File: config.mk
export PLATFORM = sky130hd
export DESIGN_NAME = pfa_ctrl
export DESIGN_NICKNAME = d
export VERILOG_FILES = /design/src/pfa_pkg.sv /design/src/pfa_ctrl.sv
export SDC_FILE = /design/constraint.sdc
export NUM_CORES = 1
export LEC_CHECK = 0
export ABC_AREA = 1
export BUFFER_PORTS_ARGS = -buffer_cell sky130_fd_sc_hd__buf_2
export CAP_MARGIN = 25
export CORE_MARGIN = 1.5
export CORE_UTILIZATION = 40
export CTS_CLUSTER_DIAMETER = 120
export DETAILED_ROUTE_END_ITERATION = 8
export GPL_TIMING_DRIVEN = 1
export HOLD_SLACK_MARGIN = 0.06
export PLACE_DENSITY = 0.75
export SETUP_SLACK_MARGIN = 0.5
export SLEW_MARGIN = 30
export SYNTH_ARGS = -nofsm -noshare
export SYNTH_HDL_FRONTEND = slang
export SYNTH_SLANG_ARGS = --single-unit
File: constraint.sdc
create_clock -name clk -period 1.3 [get_ports clk]
set_clock_uncertainty 0.2 [all_clocks]
set_input_delay 0.195 -clock clk [delete_from_list [all_inputs] [get_ports clk]]
set_output_delay 0.195 -clock clk [all_outputs]
set_load 0.02 [all_outputs]
File: src/pfa_pkg.sv
// ----------------------------------------------------------------------------
// pfa_pkg
// Shared constants, codes and control types of the paged frame allocator.
// ----------------------------------------------------------------------------
package pfa_pkg;

	localparam int OFFSET_BITS = 10;
	localparam int VADDR_BITS  = 20;
	localparam int VPN_BITS    = VADDR_BITS - OFFSET_BITS;
	localparam int VPAGES      = 1 << VPN_BITS;
	localparam int FRAME_BYTES = 1 << OFFSET_BITS;
	localparam int NUM_FRAMES  = 1024;
	localparam int FRAME_BITS  = $clog2(NUM_FRAMES);
	localparam int FNUM_BITS   = FRAME_BITS + 1;
	localparam int MAX_PROCS   = 16;
	localparam int PID_BITS    = 4;
	localparam int MAP_AW      = PID_BITS + VPN_BITS;
	localparam int PHYS_AW     = FRAME_BITS + OFFSET_BITS;
	localparam int BRK_BITS    = VADDR_BITS + 1;
	localparam int SIZE_BITS   = 21;
	localparam int REQ_BITS    = SIZE_BITS - OFFSET_BITS + 1;
	localparam int CNT_BITS    = FRAME_BITS + 1;
	localparam int D_BITS      = CNT_BITS + 1;
	localparam int CLR_BITS    = (PHYS_AW > MAP_AW) ? PHYS_AW : MAP_AW;
	localparam int DATA_BITS   = 8;

	typedef enum logic [1:0] {
		CMD_ALLOC = 2'd0,
		CMD_FREE  = 2'd1,
		CMD_READ  = 2'd2,
		CMD_WRITE = 2'd3
	} cmd_t;

	typedef enum logic [4:0] {
		ST_CLEAR, ST_IDLE, ST_CHECK, ST_A_CNT, ST_A_MAP_INIT, ST_A_MAP, ST_A_FIN,
		ST_LOOK_W, ST_MEM_W, ST_WALK_RD, ST_WALK_WT, ST_SH_RD, ST_SH_WR, ST_ZERO,
		ST_DONE
	} state_t;

	typedef enum logic [3:0] {
		OP_NONE, OP_CLEAR, OP_LOAD, OP_SCAN_INIT, OP_SCAN_CNT, OP_SCAN_MAP,
		OP_A_FIN, OP_LOOK, OP_TAKE_E, OP_MEM_CAP, OP_WALK_RD, OP_WALK_WT,
		OP_SH_RD, OP_SH_WR, OP_ZERO, OP_EMIT
	} dp_op_t;

	typedef struct packed {
		dp_op_t op;
	} ctl_t;

	typedef struct packed {
		cmd_t cmd;
		logic clear_done;
		logic pid_bad;
		logic alloc_bad;
		logic scan_done;
		logic scan_short;
		logic e_bad;
		logic walk_end;
		logic sh_end;
		logic zero_end;
		logic out_busy;
	} sts_t;

endpackage

File: src/pfa_ctrl.sv
// ----------------------------------------------------------------------------
// pfa_ctrl
// Controller: sequences clearing, allocate, free, read and write.
// ----------------------------------------------------------------------------
module pfa_ctrl
	import pfa_pkg::*;
(
	input  logic clk,
	input  logic arst_n,
	input  logic in_valid,
	output logic in_ready,
	input  sts_t sts,
	output ctl_t ctl
);

	state_t state_q, state_d;

	always_ff @(posedge clk or negedge arst_n) begin
		if (!arst_n) begin
			state_q <= ST_CLEAR;
		end else begin
			state_q <= state_d;
		end
	end

	always_comb begin
		state_d  = state_q;
		ctl.op   = OP_NONE;
		in_ready = 1'b0;
		case (state_q)
			ST_CLEAR: begin
				ctl.op = OP_CLEAR;
				if (sts.clear_done) state_d = ST_IDLE;
			end
			ST_IDLE: begin
				in_ready = 1'b1;
				if (in_valid) begin
					ctl.op  = OP_LOAD;
					state_d = ST_CHECK;
				end
			end
			ST_CHECK: begin
				if (sts.pid_bad) begin
					state_d = ST_DONE;
				end else if (sts.cmd == CMD_ALLOC) begin
					if (sts.alloc_bad) begin
						state_d = ST_DONE;
					end else begin
						ctl.op  = OP_SCAN_INIT;
						state_d = ST_A_CNT;
					end
				end else begin
					ctl.op  = OP_LOOK;
					state_d = ST_LOOK_W;
				end
			end
			ST_A_CNT: begin
				ctl.op = OP_SCAN_CNT;
				if (sts.scan_done) begin
					state_d = sts.scan_short ? ST_DONE : ST_A_MAP_INIT;
				end
			end
			ST_A_MAP_INIT: begin
				ctl.op  = OP_SCAN_INIT;
				state_d = ST_A_MAP;
			end
			ST_A_MAP: begin
				ctl.op = OP_SCAN_MAP;
				if (sts.scan_done) state_d = ST_A_FIN;
			end
			ST_A_FIN: begin
				ctl.op  = OP_A_FIN;
				state_d = ST_DONE;
			end
			ST_LOOK_W: begin
				ctl.op = OP_TAKE_E;
				if (sts.e_bad) begin
					state_d = ST_DONE;
				end else begin
					case (sts.cmd)
						CMD_FREE:  state_d = ST_WALK_RD;
						CMD_READ:  state_d = ST_MEM_W;
						default:   state_d = ST_DONE;
					endcase
				end
			end
			ST_MEM_W: begin
				ctl.op  = OP_MEM_CAP;
				state_d = ST_DONE;
			end
			ST_WALK_RD: begin
				ctl.op  = OP_WALK_RD;
				state_d = sts.walk_end ? ST_SH_RD : ST_WALK_WT;
			end
			ST_WALK_WT: begin
				ctl.op  = OP_WALK_WT;
				state_d = ST_WALK_RD;
			end
			ST_SH_RD: begin
				ctl.op  = OP_SH_RD;
				state_d = sts.sh_end ? ST_ZERO : ST_SH_WR;
			end
			ST_SH_WR: begin
				ctl.op  = OP_SH_WR;
				state_d = ST_SH_RD;
			end
			ST_ZERO: begin
				ctl.op = OP_ZERO;
				if (sts.zero_end) state_d = ST_DONE;
			end
			ST_DONE: begin
				if (!sts.out_busy) begin
					ctl.op  = OP_EMIT;
					state_d = ST_IDLE;
				end
			end
			default: begin
				state_d = ST_IDLE;
			end
		endcase
	end

endmodule
### Word level (Yosys, flattened, before mapping)

Index checks and enable logic that the tools add are counted.

| storage, ports and cells | value |
|---|---|
| register bits after elaboration | 5 |
| latch bits | 0 |
| bits in writable memories | 0 |
| memory bits (read-only) | 0 |
| input port bits | 15 |
| output and inout port bits | 5 |
| memories | 0 |

| operators by class | value |
|---|---|
| $add $sub $neg | 0 |
| multiply operators | 0 |
| div/mod/pow operators | 0 |
| magnitude comparators | 0 |
| eq/ne operators | 22 |
| shift-type cells | 0 |
| multiplexer cells | 22 |
| bitwise logic cells | 0 |
| reduce and logical (&&, ||, !) cells | 4 |

Operators with widths:

| kind | number |
|---|---|
| $pmux W5 S14 | 1 |
| $pmux W4 S15 | 1 |
| $mux W5 | 8 |
| $eq A5 B4 Y1 const B | 7 |
| $eq A5 B3 Y1 const B | 4 |
| $mux W4 | 5 |
| $ne A2 B2 Y1 const B | 6 |
| $eq A5 B2 Y1 const B | 2 |
| $pmux W3 S2 | 1 |
| $reduce_and A6 Y1 | 1 |
| $eq A5 B1 Y1 const B | 1 |
| $logic_not A5 Y1 | 1 |
| $mux W2 | 2 |
| $mux W1 | 3 |
| $mux W3 | 1 |
| $eq A2 B1 Y1 const B | 1 |
| $eq A2 B2 Y1 const B | 1 |
| $logic_not A2 Y1 | 1 |
| $reduce_or A2 Y1 | 1 |

### Logic depth before layout (Yosys ltp)

Gate-level depths: netlist of the first run.

| depth | value |
|---|---|
| depth after elaboration | 4 |
| gate-level depth with buffers | 10 |

### Least setup slack after synthesis of the first run

OpenSTA, ideal clock, no wires.

| path | value |
|---|---|
| path type | register to output |
| start point | register state_q[3] |
| end point | output ctl[1] (netlist name) |
| arrival time | 1.230 ns |
| slack | -0.325 ns |
| stages on the path, launching flop included | 7 |
| path through | dfrtp_1 buf_2 nor2_2 nand2_1 inv_1 nand2_1 nand4_1 |

RTL lines:

| element | line | RTL |
|---|---|---|
| start: declaration | pfa_ctrl.sv:16 | `state_t state_q, state_d;` |
| start signal: assignment | pfa_ctrl.sv:22 | `state_q <= state_d;` |
| end: declaration | pfa_ctrl.sv:13 | `output ctl_t ctl` |

==> metrics.cfg, run 1 <==
[logic_synthesis]
ys_ff_latch = 4
yosys.area.top_type = nand2_1
synth_top_area_share_pct = 31.1
yosysUniqueCellTypes = 17
synthesis.yosys.warnings = 0
syn-instance-count = 132
syn_nets = 149
ys_top_cells_by_area = nand2_1, dfrtp_1, nand3_1
synth.avg_cell_area_um2 = 5.03
seq_area_frac_synth_pct = 15.1
syn_area_um2 = 664

[power]
clkPwrFrac_pct = 5.1
cellLeakagePower_nw = 0.722
power.switching_mw = 1.97
seqPwrFrac_pct = 11.2
p_int_mw = 1.58
p_comb_share_pct = 83.7
ir_worst_vdd_uv = 1930
switching_share_pct = 55.5
powerDensity_nw_per_um2 = 2820

[placed_design]
dp_hpwl_um = 1810
place_area_um2 = 1000
io_buffer_count = 19
gp_congestion = 1.03

[finish]
largestRegisters = state_q x4
layout-drive-gt1-share_pct = 56.5
final_nets = 205
largest_register_ffs = 4
final_cell_mix = nand2_1, buf_4, nand2_2
stdcell_area_um2 = 1260
top_register = state_q
layout_commonest_cell = nand2_1
antenna_cells = 0
area_delta_synth_final_pct = 89.3

[timing]
fin_crit_sh_pct = 151
worst_pin_slew_ns = 0.280
maxSlewHeadroom_pct = 81.3
hold_violations = 0
fin_ws_ns = -0.659
grt_setup_unrepaired = true
slew_viol_final = 0
finalSetupViolCount = 9
whs_ns = 0.0765
clock.fmax_mhz = 511
min_period_ns = 1.96

[flow_run]
cap_violations = 0

[worst_setup_path]
cp_data_arrival_time_ns = 1.56
crit_fanout = 5
worstSetupPathType = flip-flop to output port
start_kind = flip-flop
worst_setup_path_end_kind = output port
cp.required_ns = 0.90

[status]
outcome = finished with violations
violations = negative setup slack

[global_routing]
grt_overflow = 0
grtUsageTotal_pct = 32.2
grt_pass1_wl_um = 4590
grt_pass1_vias = 1097
grt_antenna_before_repair = 0
grt_max_degree = 7

[detailed_routing]
ant_nets = 0
avgViaCountPerCell = 5.71
wl_um = 3150
num_vias = 1154
wire_per_inst_um = 15.6
drcViolationCount = 0
drtIter0Drc = 53
firstDrtPassIters = 7

[floorplanning]
core_um2 = 1520
io_pins = 20
die_area_um2 = 1910
initial_utilization_pct = 43.6
placementRows = 14
fp.dieW_um = 43.8
die_h_um = 43.8

[clocking]
clkTransAtPathRegs_ns = 0.05
cts_inserted_buffers = 3
cts_sinks = 4
cts_tree = yes
htree_levels = 1
cts_buffer_depth = 2
clock_latency_ns = 0.26
cts_root_buffer = clkbuf_4

[worst_hold_path]
hold_path_class = primary input to asynchronous set/reset pin

[worst max-delay path, stage by stage (launching register included)]
cell,delay [ns]
dfrtp_2,0.46
buf_6,0.13
nor2_2,0.14
inv_2,0.07
nor2_2,0.20
nor3_4,0.08
nand4_1,0.08
buf_4,0.14
[kinds of logic after synthesis]
family                   synth area share [%]
adder cells (fa/ha/maj)                  3.77
flip-flops                               15.1
AO/OA/AOI/OAI                            3.77
AND/OR/NAND/NOR                          64.8
buffers and inverters                    12.6
[metrics by stage]
| step | power (mW) | cells | TNS (ns) | util (%) | setup WS, ns |
|---|---|---|---|---|---|
| floorplan | 1.66 | 132 | -1.10 | - | -0.238 |
| global placement | 2.43 | 191 | -2.44 | 65.8 | -0.323 |
| detailed placement | 2.46 | 191 | -2.68 | 65.8 | -0.384 |
| CTS | 3.01 | 199 | -4.03 | 75.6 | -0.533 |
| global route | 3.71 | 202 | -4.84 | 82.5 | -0.640 |
| finish | 3.55 | 202 | -4.58 | 82.5 | -0.659 |
[Yosys cell counts]
cell,instances
nand3b_1,1
nor2_2,3
nor2_4,2
inv_2,6
nor2_1,19
nand4_1,2
nand3_1,15
dfrtp_1,4
nand2_2,1
o22ai_1,1
ha_1,2
inv_1,15
buf_2,1
nor3_1,2
o21ai_2,1
a21oi_1,2
nand2_1,55
[power groups by stage]
| stage | registers [mW] | logic, mW | clock network [mW] |
|---|---|---|---|
| after CTS | 0.370 | 2.47 | 0.165 |
| after detailed placement | 0.358 | 2.10 | 0 |
| final | 0.397 | 2.97 | 0.182 |
| after global routing | 0.403 | 3.13 | 0.174 |
| after floorplan | 0.312 | 1.35 | 0 |
| after global placement | 0.355 | 2.07 | 0 |
[metal layers]
| metal | track usage, % | share of wire (%) | vias up |
|---|---|---|---|
| met5 | 0 | 0 | - |
| met4 | 19.4 | 6.0 | 0 |
| met3 | 6.25 | 7.7 | 26 |
| met2 | 55.6 | 50 | 82 |
| met1 | 36.0 | 36 | 527 |
| li1 | - | - | 519 |
[repair_timing]
item	4_1_cts	5_1_grt
setup endpoints to repair	9	9
hold buffers	1	0
buffers inserted	4	3
endpoints found under the hold margin	4	0
pin swaps	15	12
gates resized for setup	26	25
[cell type report]
cell class,count,area [um^2]
Tap cell,16,20.0
Fill cell,93,267
Sequential cell,4,105
Timing Repair Buffer,52,388
Multi-Input combinational cell,106,633
Inverter,21,88.8
Clock buffer,3,22.5
[worst paths after layout]
path | start | end | slack (ns) | cells past startpoint
worst max-delay path | state_q[0] | ctl[3] | -0.66 | 7
worst min-delay path | arst_n | state_q[0] | 0.08 | 2
worst max register to register | state_q[3] | state_q[3] | -0.46 | 11
worst min register to register | state_q[0] | state_q[0] | 0.52 | 3
max in group asynchronous | arst_n | state_q[3] | 0.67 | 2
min in group clk | sts[3] | state_q[0] | 0.16 | 7
(Power assumes the default switching activity.)
==> run 2, diff against run 1 <==
--- a/config.mk
+++ b/config.mk
@@ -8,13 +8,16 @@
 export ABC_AREA = 1
 export BUFFER_PORTS_ARGS = -buffer_cell sky130_fd_sc_hd__buf_2
 export CAP_MARGIN = 25
+export CELL_PAD_IN_SITES_DETAIL_PLACEMENT = 1
+export CELL_PAD_IN_SITES_GLOBAL_PLACEMENT = 1
 export CORE_MARGIN = 1.5
-export CORE_UTILIZATION = 40
+export CORE_UTILIZATION = 28
 export CTS_CLUSTER_DIAMETER = 120
 export DETAILED_ROUTE_END_ITERATION = 8
+export GPL_ROUTABILITY_DRIVEN = 0
 export GPL_TIMING_DRIVEN = 1
 export HOLD_SLACK_MARGIN = 0.06
-export PLACE_DENSITY = 0.75
+export PLACE_DENSITY = 0.81
 export SETUP_SLACK_MARGIN = 0.5
 export SLEW_MARGIN = 30
 export SYNTH_ARGS = -nofsm -noshare
==> metrics.cfg, run 2 (synthesis gave the netlist of run 1 again) <==
[floorplanning]
initial_utilization_pct = 29.7  ; was 43.6%
placementRows = 17  ; was 14
fp.dieW_um = 51.7  ; was 43.8 um
die_area_um2 = 2670  ; was 1910 um^2
io_pins = 20  ; unchanged
core_um2 = 2230  ; was 1520 um^2
die_h_um = 51.7  ; was 43.8 um

[detailed_routing]
drcViolationCount = 0  ; unchanged
drtIter0Drc = 26  ; was 53
wl_met3_um = 299  ; was 242 um
route.met2.wl_um = 2500  ; was 1570 um
wl_um = 4840  ; was 3150 um
num_vias = 1246  ; was 1,154
wire_per_inst_um = 20.9  ; was 15.6 um
avgViaCountPerCell = 5.37  ; was 5.71
ant_nets = 0  ; unchanged
highest_layer = met4  ; unchanged
firstDrtPassIters = 4  ; was 7
wl_met1_um = 1900  ; was 1140 um

[worst_setup_path]
crit_chain = inv_2, buf_4, nand2_1, nor2_4, nor2_1, nand4_1, buf_4  ; was buf_6, nor2_2, inv_2, nor2_2, nor3_4, nand4_1, buf_4
worstSetupPathType = flip-flop to output port  ; unchanged
worst_setup_path_end_kind = output port  ; unchanged
cp.required_ns = 0.90  ; about the same
slowest_stage = dfrtp_2  ; unchanged
cp_data_arrival_time_ns = 1.67  ; was 1.56 ns
cp_num_buf_inv = 3  ; unchanged
crit_fanout = 5  ; unchanged
path_common_cell = buf_4  ; was nor2_2
crit_family = simple AND/OR/NAND/NOR gates  ; unchanged
slowest_delay_ns = 0.46  ; about the same
start_kind = flip-flop  ; unchanged

[finish]
stdcell_area_um2 = 1380  ; was 1260 um^2
area_delta_synth_final_pct = 107  ; was 89.3%
layout_commonest_cell = buf_4  ; was nand2_1
final_cell_mix = buf_4, nand2_1, buf_2  ; was nand2_1, buf_4, nand2_2
largest_register_ffs = 4  ; unchanged
layout-drive-gt1-share_pct = 55.4  ; was 56.5%
antenna_cells = 0  ; unchanged
largestRegisters = state_q x4  ; unchanged
final_nets = 222  ; was 205
fillers = 327  ; was 93
top_register = state_q  ; unchanged

[status]
outcome = finished with violations  ; unchanged
violations = negative setup slack  ; unchanged

[timing]
clock.fmax_mhz = 483  ; was 511 MHz
min_period_ns = 2.07  ; was 1.96 ns
fin_ws_ns = -0.769  ; was -0.659 ns
slew_viol_final = 0  ; unchanged
fin_crit_sh_pct = 159  ; was 151%
worst_pin_slew_ns = 0.266  ; was 0.280 ns
finalSetupViolCount = 9  ; unchanged
whs_ns = 0.0737  ; was 0.0765 ns
maxSlewHeadroom_pct = 82.2  ; was 81.3%
hold_violations = 0  ; unchanged
grt_setup_unrepaired = true  ; unchanged

[placed_design]
preCtsSetupSlack_ns = -0.405  ; was -0.384 ns
dp_hpwl_um = 2450  ; was 1810 um
place_area_um2 = 1060  ; was 1000 um^2
io_buffer_count = 19  ; unchanged

[power]
ir_worst_vdd_uv = 1470  ; was 1930 uV
p_int_mw = 1.82  ; was 1.58 mW
power.switching_mw = 2.22  ; was 1.97 mW
seqPwrFrac_pct = 9.3  ; was 11.2%
cellLeakagePower_nw = 0.794  ; was 0.722 nW
total_power_mw = 4.04  ; was 3.55 mW
p_comb_share_pct = 85.5  ; was 83.7%
powerDensity_nw_per_um2 = 2930  ; was 2820 nW/um^2
switching_share_pct = 54.9  ; was 55.5%
clkPwrFrac_pct = 5.2  ; was 5.1%

[clocking]
cts_root_buffer = clkbuf_4  ; unchanged
clock_latency_ns = 0.27  ; was 0.26 ns
htree_levels = 1  ; unchanged
cts_buffer_depth = 2  ; unchanged
cts_tree = yes  ; unchanged
cts_sinks = 4  ; unchanged
cts_inserted_buffers = 3  ; unchanged
clkTransAtPathRegs_ns = 0.05  ; about the same

[global_routing]
grt_pass1_wl_um = 6380  ; was 4590 um
grt_antenna_before_repair = 0  ; unchanged
grt_pass1_vias = 1265  ; was 1,097
grt_max_degree = 7  ; unchanged
grtUsageTotal_pct = 33.2  ; was 32.2%
grt_overflow = 0  ; unchanged

[worst_hold_path]
hold_path_class = primary input to asynchronous set/reset pin  ; unchanged

[flow_run]
cap_violations = 0  ; unchanged

run 2: cell count changes in the layout (fill, tap and decap cells not counted), sizes merged:
| cell | previous run | this run |
|---|---|---|
| clkbuf | 3 | 4 |
| buf | 51 | 68 |
run 2: layer usage:
metal,track usage (%),vias up
li1,-,551
met1,36.1,608
met2,61.3,67
met3,8.91,20
met4,11.4,0
met5,0,-
run 2: cell type report:
class	count	area, um^2	area share (%)
multi-input combinational	106	609	44.3
timing repair buffer	69	512	37.2
sequential	4	105	7.64
inverter	21	88.8	6.45
tap	28	35.0	2.55
clock buffer	4	26.3	1.91
run 2: path summary, 6_finish.rpt:
kind                             from  cells past startpoint         end  slack [ns]
min in group clk               sts[3]                      7  state_q[0]        0.18
min reg2reg                state_q[0]                      2  state_q[0]        0.45
max reg2reg                state_q[3]                     11  state_q[2]       -0.65
min                            arst_n                      2  state_q[1]        0.07
max in group asynchronous      arst_n                      2  state_q[0]        0.69
max                        state_q[1]                      7      ctl[3]       -0.77
run 2: power groups by stage:
stage	registers (mW)	logic [mW]	clock network (mW)
after floorplan	0.312	1.35	0
after global placement	0.343	2.19	0
after detailed placement	0.358	2.28	0
after CTS	0.365	2.75	0.183
after global routing	0.380	3.59	0.220
final	0.374	3.45	0.212
run 2: metrics by stage:
stage               util [%]  std cells  TNS [ns]
floorplan                  -        132     -1.10
global placement        47.6        209     -2.71
detailed placement      47.6        209     -3.05
CTS                     55.5        222     -4.35
global route            61.6        232     -6.34
finish                  61.6        232     -5.94
run 2: what timing repair did:
action                                 4_1_cts  5_1_grt
setup endpoints to repair                    9        9
setup buffers                                8       10
pin swaps                                   14       13
hold buffers                                 1        0
gates resized for setup                     26       16
endpoints found under the hold margin        4        0
